===== src/rtl/fdakf_pkg.sv =====
`default_nettype none

package fdakf_pkg;

  localparam int MASK_W      = 32;
  localparam int IDX_W       = 6;
  localparam int DEP_INDEX_W = 5;
  localparam int MAX_ATTRS   = 32;
  localparam int ATTR_CNT_W  = 6;
  localparam int OUT_DATA_W  = 72;

  // target value that matches no cell, used on repeat passes
  localparam logic [IDX_W-1:0] TARGET_NONE = {IDX_W{1'b1}};

  localparam logic KIND_CLOSURE = 1'b0;
  localparam logic KIND_FINAL   = 1'b1;

  typedef struct packed {
    logic              valid;
    logic [IDX_W-1:0]  target;
    logic              grew;
    logic [MASK_W-1:0] left;
    logic [MASK_W-1:0] closure;
  } fd_token_t;

  typedef struct packed {
    logic              en;
    logic [IDX_W-1:0]  idx;
    logic [MASK_W-1:0] left;
    logic [MASK_W-1:0] right;
  } fd_load_t;

endpackage

`default_nettype wire


===== src/rtl/fdakf_cell.sv =====
`default_nettype none

module fdakf_cell
  import fdakf_pkg::*;
#(
  parameter int J = 0
) (
  input  wire logic             clk,
  input  wire logic             rst_n,
  input  wire fd_load_t         load,
  input  wire logic [IDX_W-1:0] dep_count,
  input  wire fd_token_t        tok_in,
  output fd_token_t             tok_out
);

  localparam logic [IDX_W-1:0] MY_IDX = IDX_W'(J);

  logic [MASK_W-1:0] left_r;
  logic [MASK_W-1:0] right_r;
  fd_token_t         tok_r;
  fd_token_t         tok_nxt;
  logic              active;

  assign active = (MY_IDX < dep_count);

  always_comb begin
    tok_nxt = tok_in;
    if (tok_in.target == MY_IDX) begin
      // seed: this is the dependency whose closure is wanted
      tok_nxt.closure = tok_in.closure | left_r | right_r;
      tok_nxt.left    = left_r;
    end else if (active && ((left_r & ~tok_in.closure) == '0) &&
                 ((right_r & ~tok_in.closure) != '0)) begin
      tok_nxt.closure = tok_in.closure | right_r;
      tok_nxt.grew    = 1'b1;
    end
  end

  always_ff @(posedge clk) begin
    if (load.en && (load.idx == MY_IDX)) begin
      left_r  <= load.left;
      right_r <= load.right;
    end
  end

  always_ff @(posedge clk) begin
    if (!rst_n) begin
      tok_r.valid <= 1'b0;
    end else begin
      tok_r.valid <= tok_nxt.valid;
    end
    tok_r.target  <= tok_nxt.target;
    tok_r.grew    <= tok_nxt.grew;
    tok_r.left    <= tok_nxt.left;
    tok_r.closure <= tok_nxt.closure;
  end

  assign tok_out = tok_r;

endmodule

`default_nettype wire


===== config.mk =====
export PLATFORM = sky130hd
export DESIGN_NAME = fdakf_cell
export DESIGN_NICKNAME = d
export VERILOG_FILES = /design/src/rtl/fdakf_pkg.sv /design/src/rtl/fdakf_cell.sv
export SDC_FILE = /design/constraint.sdc
export NUM_CORES = 1
export LEC_CHECK = 0
export ABC_AREA = 1
export BUFFER_PORTS_ARGS = -buffer_cell sky130_fd_sc_hd__buf_2
export CAP_MARGIN = 5
export CELL_PAD_IN_SITES_DETAIL_PLACEMENT = 1
export CELL_PAD_IN_SITES_GLOBAL_PLACEMENT = 1
export CORE_ASPECT_RATIO = 0.9
export CORE_MARGIN = 5
export CORE_UTILIZATION = 31
export DETAILED_ROUTE_END_ITERATION = 16
export GPL_ROUTABILITY_DRIVEN = 1
export GPL_TIMING_DRIVEN = 0
export PLACE_DENSITY_LB_ADDON = 0.3
export SYNTH_ARGS = -nofsm -noshare
export SYNTH_HDL_FRONTEND = slang
export SYNTH_SLANG_ARGS = --single-unit
export TNS_END_PERCENT = 50

===== constraint.sdc =====
create_clock -name clk -period 3.1 [get_ports clk]
set_clock_uncertainty 0.05 [all_clocks]
set_input_delay 0.62 -clock clk [delete_from_list [all_inputs] [get_ports clk]]
set_output_delay 0.62 -clock clk [all_outputs]
set_load 0.05 [all_outputs]

==> results.json, run 1 <==
{
  "io_pins": 223,
  "clk_pin_slew_ns": 0.06,
  "htreeDepth": 4,
  "die_h_um": 132,
  "final_cell_mix": "226 x buf_2, 110 x nand2_1, 91 x nor2_1, 72 x dfxtp_1, 64 x edfxtp_1",
  "max_stage_delay_ns": 0.53,
  "internal-power_mw": 3.25,
  "dieArea_um2": 19100,
  "dp_hpwl_um": 13600,
  "fmax_mhz": 564,
  "required_ns": 3.15,
  "p_per_area_nw_per_um2": 614,
  "hold_path.class": "in2reg",
  "grt_use_total_pct": 18.6,
  "slew_headroom_pct": 47.1,
  "dr_total_vias": 4485,
  "coreArea_um2": 16100,
  "critPathKind": "in2reg",
  "swShare_pct": 25.1,
  "endpoint_kind": "flop",
  "clockRootBuffer": "clkbuf_16",
  "min_period_ns": 1.77,
  "p_sw_mw": 1.09,
  "grt_pass1_wl_um": 27700,
  "rrSetupSlack_ns": 1.36,
  "detail_route.first_pass.iterations": 4,
  "drt-total-wl_um": 17800,
  "cts_buffer_depth": 2,
  "cp_max_fo": 35,
  "cellLeakagePower_nw": 3.38,
  "hold_viol": 0,
  "cts_tree": "yes",
  "post-cts-setup-buffer-count": 0,
  "power_frac_comb_pct": 10.4,
  "drt_iter0_drc": 189,
  "routedWlPerCell_um": 18.2,
  "crit_start": "load[65]",
  "postRouteAntennaNets": 0,
  "p_clk_share_pct": 44.5,
  "overflow": 0,
  "syn2layout_area_growth_pct": 38.4,
  "slew_violations": 0,
  "worst_path_max_delay_cell": "and3_4",
  "die_x_um": 145,
  "min_to": "tok_out[65]",
  "p_seq_share_pct": 45.1,
  "antenna_found_initial": 4,
  "cp-start-kind": "input pin",
  "period_share_pct": 57.2,
  "crit_arrival_ns": 1.83,
  "rr_worst_depth": 10,
  "clock_latency_ns": 0.42,
  "final_nets": 910,
  "reg2reg_from": "left_r[3]",
  "place_inst": 947,
  "drc": 0,
  "synth_cells": 517,
  "grt_pass1_vias": 5217,
  "gp_congestion": 0.787,
  "drive_above_1_share_pct": 36.8,
  "outcome": "finished clean",
  "netlist_area_um2": 5100,
  "synth_top_cell_area_share_pct": 37.7,
  "grt_max_degree": 36,
  "tightestPinTransition_ns": 0.794,
  "synth_cell_types": 23,
  "layout_commonest_cell": "buf_2",
  "postCtsHoldBufs": 0,
  "rows": 44,
  "post_cts_resize_count": 0,
  "yosysTopAreaCell": "edfxtp_1",
  "finalSetupTns_ns": 0,
  "cts-buffers-inserted": 17,
  "cp_cell_sequence": "buf_2 -> nor4_1 -> and3_4 -> buf_12",
  "postSynthAreaPerCell_um2": 9.87,
  "yosys-top-cells-area": "edfxtp_1 38%, dfxtp_1 28%, nand2_1 8.1%",
  "cts_sinks": 136,
  "stdcell_count": 980,
  "min-delay-start": "tok_in[65]",
  "synth_nets": 668,
  "synth_warnings": 0,
  "setup_violations": 0,
  "initial_core_util_pct": 31.6,
  "ys_ff_latch": 136,
  "nFillCells": 1959,
  "drv_cap": 0,
  "whs_path_depth": 1,
  "vias_per_cell": 4.58,
  "timing.rr.end": "tok_out[12]",
  "numPortBuffers": 222,
  "ir_drop_mv": 0.375,
  "p_total_mw": 4.34,
  "rsz0062_at_grt": "false",
  "yosysSeqAreaShare_pct": 65.9
}
-- registers in the layout, summed over array words and instances, names as in the netlist --
name / flops
left_r: 32
right_r: 32
tok_out: 72
-- power by group through the flow --
stage | Combinational [mW] | Sequential, mW | Clock (mW)
global placement | 0.442 | 1.99 | 0
CTS | 0.456 | 1.96 | 1.98
detailed placement | 0.453 | 1.99 | 0
global route | 0.484 | 1.96 | 2.08
finish | 0.450 | 1.96 | 1.93
floorplan | 0.0732 | 2.18 | 0
-- stage by stage --
| step | area [um2] | worst slack [ns] | util [%] | hold WS [ns] |
|---|---|---|---|---|
| detailed placement | 6500 | 0.846 | 40.3 | 0.437 |
| global route | 7060 | 1.18 | 43.8 | 0.246 |
| finish | 7060 | 1.33 | 43.8 | 0.270 |
| floorplan | 5100 | 0.186 | - | 0.414 |
| CTS | 7060 | 1.29 | 43.8 | 0.253 |
| global placement | 6470 | -0.827 | 40.1 | 0.430 |
-- layout make-up --
type / instances / area [um2] / area share (%)
tap: 207 / 259 / 3.67
antenna: 1 / 2.50 / 0.0354
multi-input combinational: 308 / 1440 / 20.3
buffer: 14 / 87.6 / 1.24
sequential: 136 / 3360 / 47.6
clock inverter: 14 / 134 / 1.90
timing repair buffer: 223 / 1130 / 16.0
inverter: 59 / 221 / 3.13
clock buffer: 18 / 429 / 6.08
-- metal layers --
metal,track usage [%],wire length (um)
met1,21.2,7310
met2,31.6,8610
met3,7.95,1540
met4,6.06,335
met5,0,28
-- logic make-up (layout without fill, tap and decap cells) --
kind of cell / count (synthesis) / count (layout) / synth area share (%)
flip-flops: 136 / 136 / 65.9
AND/OR/NAND/NOR: 241 / 241 / 19.5
multiplexers: 16 / 16 / 3.53
buffers and inverters: 73 / 328 / 6.06
other: 0 / 1 / 0
AO/OA/AOI/OAI: 51 / 51 / 5.05
-- synth_stat cells --
cell type	instances
nand2_1	110
nor2_1	91
dfxtp_1	72
edfxtp_1	64
inv_1	57
o21ai_0	34
nand3_1	29
mux2_2	16
a21oi_1	15
nand3_2	5
buf_2	4
clkbuf_1	4
buf_1	2
buf_6	2
inv_2	2
nand4_1	2
o22ai_1	2
and3_1	1
buf_4	1
buf_8	1
nand3b_1	1
nor2_4	1
nor4_1	1
-- critical path: cells and delay by family --
kind / cells / cell delay [ns]
buffers and inverters: 2 / 0.37
AND/OR/NAND/NOR: 2 / 0.79
-- worst max path at each step --
stage                        endpoint  slack [ns]  cells past startpoint
after floorplan             left_r[0]        0.19                      2
after global placement     left_r[30]       -0.83                      3
after detailed placement   left_r[28]        0.85                      4
after CTS                  left_r[28]        1.29                      4
after global routing      tok_out[12]        1.18                      9
final                      left_r[28]        1.33                      4
No activity file was read; power rests on OpenSTA's default activity.
==> run 2: changes to the inputs <==
- CORE_UTILIZATION: 31 -> 34
- clock period: 3.1 -> 1.7 ns (I/O delays scaled with it)
==> run 2 against run 1 <==
  * Global-route usage increased by 2.0 points
  * Non-clock buffer count rose by 20
  * Routed wire length grew 1.9%
  * Critical path type is now reg2reg
  * Hold slack got worse by 0.22 ns
==> results.json, run 2 (same netlist as run 1, synthesis figures left out) <==
{
  "reg2reg_from": "left_r[18]",
  "rsz0062_at_grt": "true",
  "vias_per_cell": 4.64,
  "required_ns": 2.00,
  "cp-start-kind": "flop",
  "rows": 42,
  "clock_latency_ns": 0.41,
  "dieArea_um2": 17600,
  "crit_buf_inv": 2,
  "tightestPinTransition_ns": 0.945,
  "cp_max_fo": 10,
  "crit_path_frequent_cell": "nand2_2",
  "crit_family": "simple AND/OR/NAND/NOR gates",
  "nFillCells": 1735,
  "cellLeakagePower_nw": 3.53,
  "dr_total_vias": 4593,
  "setup_violations": 0,
  "antenna_found_initial": 3,
  "htreeDepth": 4,
  "syn2layout_area_growth_pct": 44.9,
  "rr_worst_depth": 11,
  "p_per_area_nw_per_um2": 1100,
  "drive_above_1_share_pct": 40.8,
  "min-delay-start": "load[47]",
  "cts_tree": "yes",
  "min_to": "left_r[15]",
  "grt_use_total_pct": 20.6,
  "crit_arrival_ns": 1.95,
  "drt_iter0_drc": 193,
  "worst_path_max_delay_cell": "edfxtp_1",
  "max_stage_delay_ns": 0.41,
  "pre_cts_ws_ns": -0.388,
  "ff_latch_area_um2": 3360,
  "timing.rr.end": "tok_out[24]",
  "fmax_mhz": 608,
  "layout_commonest_cell": "buf_2",
  "cts-buffers-inserted": 17,
  "final_util_pct": 50.2,
  "drc": 0,
  "period_share_pct": 96.7,
  "critPathKind": "reg2reg",
  "hold_viol": 0,
  "drv_cap": 0,
  "multi_input_area_um2": 1530,
  "grt_pass1_vias": 5143,
  "numPortBuffers": 222,
  "whs_path_depth": 1,
  "clockRootBuffer": "clkbuf_16",
  "die_x_um": 139,
  "dp_hpwl_um": 13300,
  "hold_path.class": "in2reg",
  "grt_pass1_wl_um": 27700,
  "postRouteAntennaNets": 0,
  "gp_congestion": 0.778,
  "final_nets": 930,
  "grt_max_degree": 65,
  "slew_headroom_pct": 37.0,
  "die_h_um": 126,
  "cts_buffer_depth": 2,
  "cts_sinks": 136,
  "initial_core_util_pct": 34.7,
  "drt-total-wl_um": 18200,
  "io_pins": 223,
  "min_period_ns": 1.64,
  "coreArea_um2": 14700,
  "largest_reg_flops": 72,
  "overflow": 0,
  "antenna_cells": 0,
  "cp_cell_sequence": "nand2_2 -> nand2_2 -> nor2_4 -> nand2_2 -> nor2_1 -> nand2_1 -> nor2_4 -> buf_12 -> buf_12 -> nand3_1 -> nand2_1",
  "rrSetupSlack_ns": 0.06,
  "slew_violations": 0,
  "ir_drop_mv": 0.799,
  "endpoint_kind": "flop",
  "routedWlPerCell_um": 18.3,
  "worst_slack_ns": 0.0557,
  "outcome": "finished clean",
  "clk_pin_slew_ns": 0.06,
  "detail_route.first_pass.iterations": 4,
  "final_cell_mix": "224 x buf_2, 101 x nand2_1, 87 x nor2_1, 72 x dfxtp_1, 64 x edfxtp_1"
}
==> run 2: cell types whose count changed in the layout (fill, tap and decap cells not counted), sizes merged <==
cell         before  now
clkinv            8    7
bufinv            2    3
clkinvlp          4    3
clkbuf           22   24
diode             1    0
dlygate4sd3       0    6
buf             233  246
==> run 2: layout make-up <==
type / instances / area share [%]
buffer: 14 / 1.59
tap: 198 / 3.35
sequential: 136 / 45.5
inverter: 59 / 3.00
clock inverter: 13 / 2.08
timing repair buffer: 243 / 17.8
clock buffer: 19 / 5.99
multi-input combinational: 308 / 20.7
==> run 2: per-layer routing <==
| metal | up-vias | part of all wire (%) | track usage (%) |
|---|---|---|---|
| met1 | 2202 | 41 | 24.2 |
| li1 | 2200 | - | - |
| met4 | 6 | 0.75 | 5.52 |
| met5 | - | 0.18 | 0 |
| met2 | 169 | 51 | 35.8 |
| met3 | 16 | 6.9 | 7.58 |
==> run 2: timing repair <==
item / in CTS / in global routing
endpoints found under the setup margin: 32 / 31
gates cloned: 1 / 1
resized for setup: 13 / 24
hold buffers: 6 / 0
pin swaps: 7 / 5
setup buffers: 6 / 8
hold endpoints to repair: 6 / 0
==> run 2: where the power goes <==
| part | switching (mW) | internal [mW] | total (mW) |
|---|---|---|---|
| Combinational | 0.569 | 0.270 | 0.839 |
| Sequential | 0.0332 | 3.53 | 3.57 |
| Clock | 1.39 | 2.33 | 3.72 |
| Total | 1.99 | 6.14 | 8.13 |
==> run 2: worst register-to-register path: cells and delay by family, from the launching register on <==
kind / cells / cell delay [ns]
flops: 1 / 0.41
buf+inv: 2 / 0.29
simple gates: 9 / 0.84
==> run 2: worst max path at each step <==
stage	from	to	cells after the start
floorplan	load[65]	left_r[0]	2
global placement	load[65]	left_r[28]	3
detailed placement	load[65]	left_r[28]	3
CTS	left_r[18]	tok_out[16]	11
global route	left_r[8]	tok_out[23]	11
finish	left_r[18]	tok_out[24]	11
==> run 2: metrics by stage <==
stage                     area (um2)  power, mW  std cells  hold WS [ns]  TNS (ns)
after floorplan                 5110       4.11        517         0.318         0
after global placement          6470       4.43        937         0.407    -23.62
after detailed placement        6470       4.46        937         0.411    -29.35
after CTS                       7220       8.22        981        0.0284         0
after global routing            7390       8.44        990        0.0238    -0.626
final                           7390       8.13        990        0.0511         0
